### src/hdl/key_press_event_detector_macros.svh
// assertion macros shared by the key press event detector modules
`ifndef KEY_PRESS_EVENT_DETECTOR_MACROS_SVH
`define KEY_PRESS_EVENT_DETECTOR_MACROS_SVH

// same-cycle implication, disabled during reset
`define KPED_ASSERT_NOW(label, clk, rst_n, ante, cons, msg) \
    label: assert property (@(posedge clk) disable iff (!rst_n) (ante) |-> (cons)) \
        else $error(msg);

// next-cycle implication, disabled during reset
`define KPED_ASSERT_NEXT(label, clk, rst_n, ante, cons, msg) \
    label: assert property (@(posedge clk) disable iff (!rst_n) (ante) |=> (cons)) \
        else $error(msg);

`endif

### src/hdl/kped_pkg.sv
// types and constants of the key press event detector
`timescale 1ns / 1ps

package kped_pkg;

    // fixed widths of the stream fields and of the stability counter
    localparam int FIELD_W = 7;
    localparam int COUNT_W = 9;
    localparam int PERIOD_W = 8;

    localparam logic [COUNT_W-1:0] COUNT_MAX = 9'd510;

    // register reset values
    localparam logic [COUNT_W-1:0] SHORT_COUNT_RST = 9'd5;
    localparam logic [COUNT_W-1:0] LONG_COUNT_RST = 9'd100;
    localparam logic [COUNT_W-1:0] RELEASE_COUNT_RST = 9'd10;
    localparam logic [COUNT_W-1:0] REPEAT_START_RST = 9'd80;
    localparam logic [PERIOD_W-1:0] REPEAT_PERIOD_RST = 8'd5;

    // register indexes
    localparam logic [2:0] REG_IDLE_LEVELS = 3'd0;
    localparam logic [2:0] REG_LONG_MODE_MASK = 3'd1;
    localparam logic [2:0] REG_REPEAT_MASK = 3'd2;
    localparam logic [2:0] REG_SHORT_COUNT = 3'd3;
    localparam logic [2:0] REG_LONG_COUNT = 3'd4;
    localparam logic [2:0] REG_RELEASE_COUNT = 3'd5;
    localparam logic [2:0] REG_REPEAT_START = 3'd6;
    localparam logic [2:0] REG_REPEAT_PERIOD = 3'd7;

    // thresholds shared by every key
    typedef struct packed {
        logic [COUNT_W-1:0]  short_count;
        logic [COUNT_W-1:0]  long_count;
        logic [COUNT_W-1:0]  release_count;
        logic [COUNT_W-1:0]  repeat_start;
        logic [PERIOD_W-1:0] repeat_period;
    } cnt_cfg_t;

    // full register set
    typedef struct packed {
        logic [FIELD_W-1:0] idle_levels;
        logic [FIELD_W-1:0] long_mode_mask;
        logic [FIELD_W-1:0] repeat_mask;
        cnt_cfg_t           counts;
    } cfg_t;

endpackage

### src/hdl/kped_cfg_regs.sv
// configuration register file of the key press event detector
`timescale 1ns / 1ps

module kped_cfg_regs (
    input  logic                clk,
    input  logic                rst_n,
    input  logic                wr_en,
    input  logic [2:0]          wr_index,
    input  logic [8:0]          wr_data,
    output kped_pkg::cfg_t      cfg
);

    kped_pkg::cfg_t cfg_reg;
    kped_pkg::cfg_t cfg_next;

    // register write decode
    always_comb
    begin
        cfg_next = cfg_reg;
        if (wr_en)
        begin
            unique case (wr_index)
                kped_pkg::REG_IDLE_LEVELS:
                    cfg_next.idle_levels = wr_data[kped_pkg::FIELD_W-1:0];
                kped_pkg::REG_LONG_MODE_MASK:
                    cfg_next.long_mode_mask = wr_data[kped_pkg::FIELD_W-1:0];
                kped_pkg::REG_REPEAT_MASK:
                    cfg_next.repeat_mask = wr_data[kped_pkg::FIELD_W-1:0];
                kped_pkg::REG_SHORT_COUNT:
                    cfg_next.counts.short_count = wr_data;
                kped_pkg::REG_LONG_COUNT:
                    cfg_next.counts.long_count = wr_data;
                kped_pkg::REG_RELEASE_COUNT:
                    cfg_next.counts.release_count = wr_data;
                kped_pkg::REG_REPEAT_START:
                    cfg_next.counts.repeat_start = wr_data;
                kped_pkg::REG_REPEAT_PERIOD:
                    cfg_next.counts.repeat_period = wr_data[kped_pkg::PERIOD_W-1:0];
                default:
                    cfg_next = cfg_reg;
            endcase
        end
    end

    // register storage
    always_ff @(posedge clk or negedge rst_n)
    begin
        if (!rst_n)
        begin
            cfg_reg.idle_levels <= '0;
            cfg_reg.long_mode_mask <= '0;
            cfg_reg.repeat_mask <= '0;
            cfg_reg.counts.short_count <= kped_pkg::SHORT_COUNT_RST;
            cfg_reg.counts.long_count <= kped_pkg::LONG_COUNT_RST;
            cfg_reg.counts.release_count <= kped_pkg::RELEASE_COUNT_RST;
            cfg_reg.counts.repeat_start <= kped_pkg::REPEAT_START_RST;
            cfg_reg.counts.repeat_period <= kped_pkg::REPEAT_PERIOD_RST;
        end
        else
        begin
            cfg_reg <= cfg_next;
        end
    end

    assign cfg = cfg_reg;

endmodule

### src/hdl/kped_key_cell.sv
// per-key debounce counter and short, long and repeat press flags
`timescale 1ns / 1ps
`include "key_press_event_detector_macros.svh"

module kped_key_cell (
    input  logic                clk,
    input  logic                rst_n,
    input  logic                tick,
    input  logic                level,
    input  logic                ack_short,
    input  logic                ack_long,
    input  logic                idle_level,
    input  logic                long_mode,
    input  logic                repeat_en,
    input  kped_pkg::cnt_cfg_t  counts,
    output logic                short_next,
    output logic                long_next
);

    logic                          last_level_reg;
    logic [kped_pkg::COUNT_W-1:0]  count_reg;
    logic                          short_reg;
    logic                          long_reg;

    logic [kped_pkg::COUNT_W-1:0]  count_next;
    logic [kped_pkg::COUNT_W-1:0]  count_inc;
    logic [kped_pkg::COUNT_W:0]    repeat_sum;
    logic                          changed;
    logic                          pressed;
    logic                          repeat_hit;

    // counter step and repeat point
    always_comb
    begin
        changed = (level != last_level_reg);
        pressed = (level != idle_level);
        count_inc = (count_reg < kped_pkg::COUNT_MAX) ? count_reg + 9'd1 : count_reg;
        repeat_sum = {1'b0, counts.repeat_start} + {2'b00, counts.repeat_period};
        repeat_hit = !changed && !long_mode && repeat_en && pressed &&
                     (counts.repeat_period != '0) && ({1'b0, count_inc} == repeat_sum);
        if (changed)
            count_next = '0;
        else if (repeat_hit)
            count_next = counts.repeat_start;
        else
            count_next = count_inc;
    end

    // flag update: acknowledge, set on thresholds, clear on release
    always_comb
    begin
        short_next = (short_reg & !ack_short) | repeat_hit;
        long_next = long_reg & !ack_long;
        if (!long_mode && pressed && (count_next == counts.short_count))
            short_next = 1'b1;
        if (long_mode && pressed && (count_next == counts.long_count))
            long_next = 1'b1;
        if (!pressed && (count_next == counts.release_count))
        begin
            short_next = 1'b0;
            long_next = 1'b0;
        end
    end

    // key state
    always_ff @(posedge clk or negedge rst_n)
    begin
        if (!rst_n)
        begin
            last_level_reg <= 1'b0;
            count_reg <= '0;
            short_reg <= 1'b0;
            long_reg <= 1'b0;
        end
        else if (tick)
        begin
            last_level_reg <= level;
            count_reg <= count_next;
            short_reg <= short_next;
            long_reg <= long_next;
        end
    end

    `KPED_ASSERT_NOW(a_count_saturates, clk, rst_n, 1'b1, count_reg <= kped_pkg::COUNT_MAX, "stability counter above saturation")
    `KPED_ASSERT_NEXT(a_change_restarts, clk, rst_n, tick && changed, count_reg == '0, "level change did not restart the counter")
    `KPED_ASSERT_NEXT(a_idle_holds_count, clk, rst_n, !tick, $stable(count_reg), "counter moved without a tick")

endmodule

### src/hdl/key_press_event_detector.sv
// top level of the key press event detector
`timescale 1ns / 1ps
`include "key_press_event_detector_macros.svh"

// Key press event detector. Each transfer on the s_ side is one scan tick carrying the
// sampled key levels and the two acknowledge masks; each tick gives exactly one transfer
// on the m_ side with the short and long press flags after that tick. The per-key
// counter and flag update is a single combinational pass from the key state registers
// into the output register, so a new tick is taken every cycle while the output
// register is empty or being drained. Configuration writes are taken on any cycle
// (cfg_ready is always high) and must only be issued while the block is idle.

module key_press_event_detector #(
    parameter int NUM_KEYS = 7
) (
    input  logic        clk,
    input  logic        rst_n,
    // tick input: key_levels[6:0], ack_short[13:7], ack_long[20:14], zero fill
    input  logic        s_tvalid,
    output logic        s_tready,
    input  logic [23:0] s_tdata,
    // flags output: short_flags[6:0], long_flags[13:7], zero fill
    output logic        m_tvalid,
    input  logic        m_tready,
    output logic [15:0] m_tdata,
    // configuration write
    input  logic        cfg_valid,
    output logic        cfg_ready,
    input  logic [2:0]  cfg_index,
    input  logic [8:0]  cfg_data
);

    localparam int FW = kped_pkg::FIELD_W;

    kped_pkg::cfg_t          cfg;
    logic                    s_fire;
    logic                    out_valid_reg;
    logic [FW-1:0]           short_out_reg;
    logic [FW-1:0]           long_out_reg;
    logic [FW-1:0]           short_out_next;
    logic [FW-1:0]           long_out_next;
    logic [NUM_KEYS-1:0]     short_next;
    logic [NUM_KEYS-1:0]     long_next;

    assign cfg_ready = 1'b1;
    assign s_tready = !out_valid_reg || m_tready;
    assign s_fire = s_tvalid && s_tready;

    kped_cfg_regs u_cfg (
        .clk      (clk),
        .rst_n    (rst_n),
        .wr_en    (cfg_valid),
        .wr_index (cfg_index),
        .wr_data  (cfg_data),
        .cfg      (cfg)
    );

    // one cell per key; keys past the field width see level 0 and zero masks, with the shared thresholds
    for (genvar k = 0; k < NUM_KEYS; k++)
    begin : g_key
        if (k < FW)
        begin : g_mapped
            kped_key_cell u_cell (
                .clk        (clk),
                .rst_n      (rst_n),
                .tick       (s_fire),
                .level      (s_tdata[k]),
                .ack_short  (s_tdata[FW + k]),
                .ack_long   (s_tdata[2*FW + k]),
                .idle_level (cfg.idle_levels[k]),
                .long_mode  (cfg.long_mode_mask[k]),
                .repeat_en  (cfg.repeat_mask[k]),
                .counts     (cfg.counts),
                .short_next (short_next[k]),
                .long_next  (long_next[k])
            );
        end
        else
        begin : g_extra
            kped_key_cell u_cell (
                .clk        (clk),
                .rst_n      (rst_n),
                .tick       (s_fire),
                .level      (1'b0),
                .ack_short  (1'b0),
                .ack_long   (1'b0),
                .idle_level (1'b0),
                .long_mode  (1'b0),
                .repeat_en  (1'b0),
                .counts     (cfg.counts),
                .short_next (short_next[k]),
                .long_next  (long_next[k])
            );
        end
    end

    // map key flags onto the fixed-width output fields
    for (genvar j = 0; j < FW; j++)
    begin : g_out
        if (j < NUM_KEYS)
        begin : g_used
            assign short_out_next[j] = short_next[j];
            assign long_out_next[j] = long_next[j];
        end
        else
        begin : g_unused
            assign short_out_next[j] = 1'b0;
            assign long_out_next[j] = 1'b0;
        end
    end

    // output register control
    always_ff @(posedge clk or negedge rst_n)
    begin
        if (!rst_n)
            out_valid_reg <= 1'b0;
        else if (s_fire)
            out_valid_reg <= 1'b1;
        else if (m_tready)
            out_valid_reg <= 1'b0;
    end

    // output payload
    always_ff @(posedge clk)
    begin
        if (s_fire)
        begin
            short_out_reg <= short_out_next;
            long_out_reg <= long_out_next;
        end
    end

    assign m_tvalid = out_valid_reg;
    assign m_tdata = {2'b00, long_out_reg, short_out_reg};

    `KPED_ASSERT_NOW(a_ready_when_empty, clk, rst_n, !out_valid_reg, s_tready, "input stalled with empty output register")
    `KPED_ASSERT_NOW(a_stall_blocks_input, clk, rst_n, out_valid_reg && !m_tready, !s_tready, "input taken while result is stalled")
    `KPED_ASSERT_NEXT(a_tick_gives_result, clk, rst_n, s_fire, out_valid_reg, "accepted tick produced no result")

endmodule
### config.mk
export PLATFORM = sky130hd
export DESIGN_NAME = key_press_event_detector
export DESIGN_NICKNAME = d
export VERILOG_FILES = /design/src/hdl/kped_pkg.sv /design/src/hdl/kped_cfg_regs.sv /design/src/hdl/kped_key_cell.sv /design/src/hdl/key_press_event_detector.sv
export VERILOG_INCLUDE_DIRS = /design/src /design/src/hdl
export SDC_FILE = /design/constraint.sdc
export NUM_CORES = 1
export LEC_CHECK = 0
export ABC_AREA = 0
export BUFFER_PORTS_ARGS = -buffer_cell sky130_fd_sc_hd__buf_2
export CAP_MARGIN = 5
export CORE_ASPECT_RATIO = 1.25
export CORE_MARGIN = 3
export CORE_UTILIZATION = 34
export CTS_BUF_LIST = sky130_fd_sc_hd__clkbuf_4 sky130_fd_sc_hd__clkbuf_8
export CTS_CLUSTER_DIAMETER = 60
export CTS_CLUSTER_SIZE = 30
export DETAILED_ROUTE_END_ITERATION = 7
export GPL_TIMING_DRIVEN = 1
export MAX_ROUTING_LAYER = met4
export PLACE_DENSITY_LB_ADDON = 0.1
export SYNTH_ARGS = -nofsm -noshare
export SYNTH_HDL_FRONTEND = slang
export SYNTH_SLANG_ARGS = --single-unit
### constraint.sdc
create_clock -name clk -period 4.6 [get_ports clk]
set_input_delay 0.46 -clock clk [delete_from_list [all_inputs] [get_ports clk]]
set_output_delay 0.46 -clock clk [all_outputs]
set_load 0.1 [all_outputs]
==> results of run 1 <==
==> kinds of logic after synthesis <==
kind of cell	share of synthesized area, %
AND/OR/NAND/NOR	21.94
AO/OA/AOI/OAI	14.12
XOR/XNOR	17.19
flip-flops	30.52
buffers and inverters	4.350
multiplexers	10.31
adder cells (fa/ha/maj)	1.514
other	0.05474
==> worst max-delay path, delay by kind of cell (launching register included) <==
kind | cells | cell delay (ns)
compound gates | 4 | 0.63
flops | 1 | 0.55
xor+xnor | 2 | 0.35
mux | 2 | 0.52
fa+ha+maj | 2 | 0.52
buf+inv | 6 | 0.86
simple gates | 4 | 0.91
==> metal layers <==
metal  up-vias  routed length [um]
met3       117                3242
met4         0                2734
met1      6440               25090
met5         -                   0
li1       6061                   -
met2       458               26840
==> power by group through the flow <==
stage	registers (mW)	logic, mW	clock network, mW
3_3_place_gp	2.15	3.84	0
5_1_grt	2.16	4.46	1.19
2_1_floorplan	1.85	2.43	0
4_1_cts	2.12	3.92	1.14
3_5_place_dp	2.15	3.86	0
6_report	2.15	4.23	1.10
==> layout by cell type (no fill, tap or decap), types with 7 or more instances in the layout <==
cell / Yosys / layout
a21oi_1: 55 / 52
a31oi_1: 20 / 18
and2_1: 7 / 7
and3_1: 16 / 15
and4_1: 12 / 12
buf_2: 6 / 53
buf_4: 6 / 199
buf_6: 0 / 7
clkbuf_8: 0 / 17
dfrtp_1: 139 / 139
dfstp_2: 11 / 11
edfxtp_1: 14 / 14
ha_1: 15 / 14
inv_1: 43 / 43
mux2_2: 94 / 94
mux2i_1: 31 / 23
mux2i_4: 2 / 8
nand2_1: 255 / 253
nand2b_1: 25 / 25
nand3_1: 43 / 42
nand3b_1: 8 / 8
nand4_1: 49 / 49
nor2_1: 56 / 55
nor2b_1: 9 / 9
nor3_1: 27 / 20
nor4_1: 45 / 29
nor4_2: 2 / 17
o21ai_0: 79 / 75
o22ai_1: 16 / 16
o31ai_1: 12 / 12
xnor2_1: 150 / 147
xnor3_1: 11 / 11
xor2_1: 91 / 90
==> final timing paths <==
kind	to	cells after the start
max reg2reg	g_key[0].g_mapped.u_cell.long_reg	20
min reg2reg	g_key[6].g_mapped.u_cell.short_reg	2
max	g_key[0].g_mapped.u_cell.long_reg	20
max in group asynchronous	g_key[6].g_mapped.u_cell.count_reg[1]	3
min	m_tvalid	2
min in group asynchronous	g_key[3].g_mapped.u_cell.count_reg[1]	2
==> repair_timing <==
item | in CTS | in global routing
setup buffers | 2 | 15
hold endpoints to repair | 46 | 0
gates resized for setup | 17 | 78
pin swaps | 0 | 17
cloned | 0 | 1
hold buffers | 1 | 0
endpoints found under the setup margin | 26 | 28
==> layout make-up <==
type,count,area share [%]
Clock buffer,17,1.395
Tap cell,498,3.715
Clock inverter,15,0.9624
Multi-Input combinational cell,1281,56.15
Inverter,49,1.097
Timing Repair Buffer,266,11.71
Sequential cell,164,24.97
==> metrics by stage <==
step	hold slack [ns]	utilization [%]	setup TNS (ns)	instance area, sq um
final	0.1615	42.43	0	16770
after global routing	0.1636	42.43	-0.03498	16770
after CTS	0.1250	41.10	0	16250
after detailed placement	0.4404	39.84	-1.374	15750
after global placement	0.4411	39.84	-1.197	15750
after floorplan	0.1644	-	0	13720
==> impl_metrics.json, run 1 <==
{
  "grt_util_all_layers_pct": 27.72,
  "async_flop_share_pct": 91.46,
  "place_inst": 2239,
  "die_h_um": 230.6,
  "critical_path_required_ns": 5.03,
  "yosysTopAreaCell": "dfrtp_1",
  "num_vias": 13080,
  "report.final.setup_viol": 0,
  "fin_ws_ns": 0.1372,
  "powerDensity_nw_per_um2": 446.1,
  "tritoncts": "yes",
  "num_rows": 81,
  "p_int_mw": 3.853,
  "largest_register_ffs": 65,
  "finalNetCount": 1836,
  "antenna_cells": 0,
  "ys_seq_area_share_pct": 30.52,
  "overflow": 0,
  "wirelength_um": 57900,
  "gp_congestion": 0.9832,
  "grtUsageMet2_pct": 43.26,
  "first_pass_iters": 5,
  "crit_start": "u_cfg.cfg[0]",
  "ys_top_cells_by_area": "dfrtp_1 (25%), xnor2_1 (9.6%), mux2_2 (7.7%), nand2_1 (7.0%), xor2_1 (5.8%)",
  "synthDistinctLibCells": 91,
  "io_buffers": 53,
  "io_pins": 60,
  "hold_violations": 0,
  "grt_max_degree": 105,
  "slew-limit-headroom_pct": 19.29,
  "synthesis.area_per_instance_sq_um": 8.602,
  "grt_pass1_wl_um": 84150,
  "fillers": 3976,
  "crit_path_end_kind": "flop",
  "status": "completed",
  "synth-seq-cells": 164,
  "pwr-share-comb_pct": 56.6,
  "cts_buffers": 17,
  "core_area_sq_um": 39530,
  "crit_path_top_delay_cell": "dfstp_2",
  "clk_pin_slew_worst_paths_ns": 0.11,
  "hold_class": "in2reg",
  "met1_usage_pct": 36.05,
  "arrival_ns": 4.89,
  "syn_to_final_growth_pct": 22.24,
  "swShare_pct": 48.50,
  "synth_top_area_share_pct": 25.35,
  "grtUsageMet3_pct": 3.893,
  "drv_slew": 0,
  "worstPathMaxFanout": 6,
  "grt.busiest_layer": "met2",
  "regArea_sq_um": 4188,
  "start_kind": "flop",
  "hold_path_startpoint": "s_tvalid",
  "drive_gt1_share_pct": 27.85,
  "crit_path_cell_trace": "ha_1, inv_1, fa_2, and2b_2, o22ai_4, xnor2_4, buf_8, nor4_4, a21oi_2, a2111oi_4, buf_6, buf_12, mux2i_4, buf_6, xor2_1, nand4_1, nor3_2, buf_4, a21oi_1, mux2_2",
  "clockPowerShare_pct": 14.7,
  "multi_input_area_sq_um": 9418,
  "maxCapViolations": 0,
  "fp.dieW_um": 185.7,
  "clockRootBuffer": "clkbuf_8",
  "regToRegSetupSlack_ns": 0.14,
  "r2r_start": "u_cfg.cfg[0]",
  "h-tree-depth": 4,
  "dieArea_sq_um": 42810,
  "synth-edff-count": 14,
  "cts_buffer_depth": 2,
  "instances_no_fill": 2290,
  "yosysWarnings": 0,
  "syn-instance-count": 1595,
  "yosys_most_used_dff": "dfrtp_1",
  "clkLatencyLatePin_ns": 0.54,
  "yosys.cell_count.top_type": "nand2_1",
  "antenna_found_initial": 0,
  "post_drt_via_cell_ratio": 5.710,
  "p_leak_nw": 6.864,
  "tightestPinTransition_ns": 1.202,
  "fin_crit_sh_pct": 97.02,
  "grt_pass1_vias": 12480,
  "seqPwrFrac_pct": 28.8,
  "clock_skew_ns": 0.02260,
  "synth_area_sq_um": 13720,
  "cts_sinks": 164,
  "fmax_mhz": 224.1,
  "drt-initial-drc-count": 1385,
  "post_drt_wl_per_cell_um": 25.28,
  "dp_slack_ns": -0.1888,
  "crit_path_max_incr_delay_ns": 0.55,
  "start_util_pct": 34.71,
  "ir_worst_vdd_mv": 0.2725,
  "postRouteAntennaNets": 0,
  "hpwl_um": 41420,
  "yosys-top-cells-count": "nand2_1 (255), xnor2_1 (150), dfrtp_1 (139)",
  "cpMostUsedCell": "buf_6",
  "p_total_mw": 7.481,
  "power_switching_mw": 3.628,
  "period_needed_ns": 4.463,
  "drc": 0,
  "path_class": "reg2reg"
}
Power figures use the tool's default switching activity.
==> run 2, diff against run 1 <==
CAP_MARGIN = 15   (was 5)
clock period = 5.37 ns   (was 4.6 ns; I/O delays follow)
==> impl_metrics.json, run 2 (synthesized netlist as in run 1, its figures left out) <==
{
  "cts_sinks": 164,
  "drt-initial-drc-count": 1295,
  "gp_congestion": 0.9347,
  "grt_util_all_layers_pct": 26.72,
  "start_util_pct": 34.71,
  "drive_gt1_share_pct": 18.53,
  "die_h_um": 230.6,
  "final_area_sq_um": 15260,
  "crit_path_end_kind": "flop",
  "dp_slack_ns": 0.2183,
  "clockRootBuffer": "clkbuf_8",
  "rsz0062_at_grt": "false",
  "path_class": "reg2reg",
  "syn_to_final_growth_pct": 11.23,
  "dpl_cell_area_sq_um": 14840,
  "crit_path_cell_trace": "ha_1, inv_1, fa_1, and2b_1, o21a_1, nor3_1, nor3_1, or4b_1, nor4_2, buf_4, mux2i_1, o21bai_1, a2111oi_0, and4_1, a21oi_1, mux2_2",
  "fmax_mhz": 198.1,
  "hold_buffers": 0,
  "layout_commonest_cell": "nand2_1",
  "powerDensity_nw_per_um2": 386.1,
  "io_buffers": 53,
  "antenna_found_initial": 0,
  "h-tree-depth": 4,
  "utilization_pct": 38.61,
  "tritoncts": "yes",
  "overflow": 0,
  "cts-resized-gates": 0,
  "antenna_cells": 0,
  "status": "completed",
  "cpLargestDelayFamily": "simple AND/OR/NAND/NOR gates",
  "first_pass_iters": 8,
  "drv_slew": 0,
  "num_rows": 81,
  "path_buf_inv": 2,
  "cpMostUsedCell": "nor3_1",
  "fp.dieW_um": 185.7,
  "clkLatencyLatePin_ns": 0.54,
  "largest_register_ffs": 65,
  "dieArea_sq_um": 42810,
  "fin_ws_ns": 0.3220,
  "postRouteAntennaNets": 0,
  "grt_max_degree": 75,
  "hold_class": "in2async",
  "ir_worst_vdd_mv": 0.2203,
  "critical_path_required_ns": 5.79,
  "clock_skew_ns": 0.02528,
  "period_needed_ns": 5.048,
  "cts_buffers": 17,
  "fin_crit_sh_pct": 94.00,
  "cts_setup_buffers": 0,
  "p_leak_nw": 6.126,
  "cts_buffer_depth": 2,
  "crit_path_max_incr_delay_ns": 0.73,
  "num_vias": 12570,
  "tns_ns": 0,
  "report.final.setup_viol": 0,
  "start_kind": "flop",
  "post_drt_via_cell_ratio": 5.832,
  "finalNetCount": 1701,
  "drc": 0,
  "hold_violations": 0,
  "slew-limit-headroom_pct": 21.51,
  "grt_pass1_wl_um": 81500,
  "tightestPinTransition_ns": 1.169,
  "post_drt_wl_per_cell_um": 25.54,
  "hpwl_um": 39710,
  "maxCapViolations": 0,
  "grt_pass1_vias": 12090,
  "layout_common_cells": "nand2_1 (254), xnor2_1 (149), dfrtp_1 (139)",
  "arrival_ns": 5.47,
  "io_pins": 60,
  "crit_path_top_delay_cell": "nor3_1",
  "core_area_sq_um": 39530,
  "clk_pin_slew_worst_paths_ns": 0.12,
  "hold_slack_ns": 0.01320,
  "worstPathMaxFanout": 10,
  "wirelength_um": 55040
}
[run 2: changes by cell type in the layout (fill, tap and decap cells not counted), moves of 8 or more]
cell | before | now
nor4_2 | 17 | 4
mux2i_1 | 23 | 31
nor4_1 | 29 | 43
buf_4 | 199 | 77
[run 2: per-layer routing]
metal	wire length (um)	share of wire [%]	global-route usage, %
met1	23280	42	34.55
met4	2401	4.4	11.04
met2	25590	46	41.59
met5	0	0	-
met3	3767	6.8	4.476
[run 2: through the flow]
step / std cells / power (mW)
after global routing: 2155 / 6.170
after floorplan: 1596 / 3.665
after detailed placement: 2123 / 4.860
final: 2155 / 5.892
after global placement: 2123 / 4.837
after CTS: 2155 / 5.859
[run 2: worst reg2reg max path, stage by stage, from the launching register on]
cell and delay (ns):
dfrtp_1 0.41, ha_1 0.20, inv_1 0.07, fa_1 0.26
and2b_1 0.24, o21a_1 0.28, nor3_1 0.73, nor3_1 0.13
or4b_1 0.58, nor4_2 0.15, buf_4 0.25, mux2i_1 0.44
o21bai_1 0.13, a2111oi_0 0.42, and4_1 0.31, a21oi_1 0.07
mux2_2 0.26
[run 2: final timing paths]
check	depth (start not counted)	slack, ns	endpoint	startpoint
worst max-delay path	16	0.32	g_key[6].g_mapped.u_cell.long_reg	u_cfg.cfg[8]
worst min-delay path	1	0.01	g_key[3].g_mapped.u_cell.count_reg[3]	rst_n
worst max register to register	16	0.32	g_key[6].g_mapped.u_cell.long_reg	u_cfg.cfg[8]
worst min register to register	2	0.48	g_key[1].g_mapped.u_cell.short_reg	g_key[1].g_mapped.u_cell.short_reg
max in group asynchronous	2	4.28	g_key[0].g_mapped.u_cell.count_reg[2]	rst_n
min in group clk	3	0.26	g_key[5].g_mapped.u_cell.last_level_reg	s_tdata[5]
[run 2: cell type report]
type | instances | area (sq um)
Sequential cell | 164 | 4188
Timing Repair Buffer | 131 | 869.6
Inverter | 49 | 183.9
Multi-Input combinational cell | 1281 | 8995
Fill cell | 4072 | 24270
Tap cell | 498 | 623.1
Clock buffer | 18 | 247.7
Clock inverter | 14 | 152.6
[run 2: where the power goes]
part / total, mW / switching (mW) / leakage, nW / internal, mW
registers: 1.86 / 0.437 / 2.06 / 1.42
logic: 3.06 / 1.85 / 3.86 / 1.22
clock network: 0.970 / 0.605 / 0.207 / 0.365
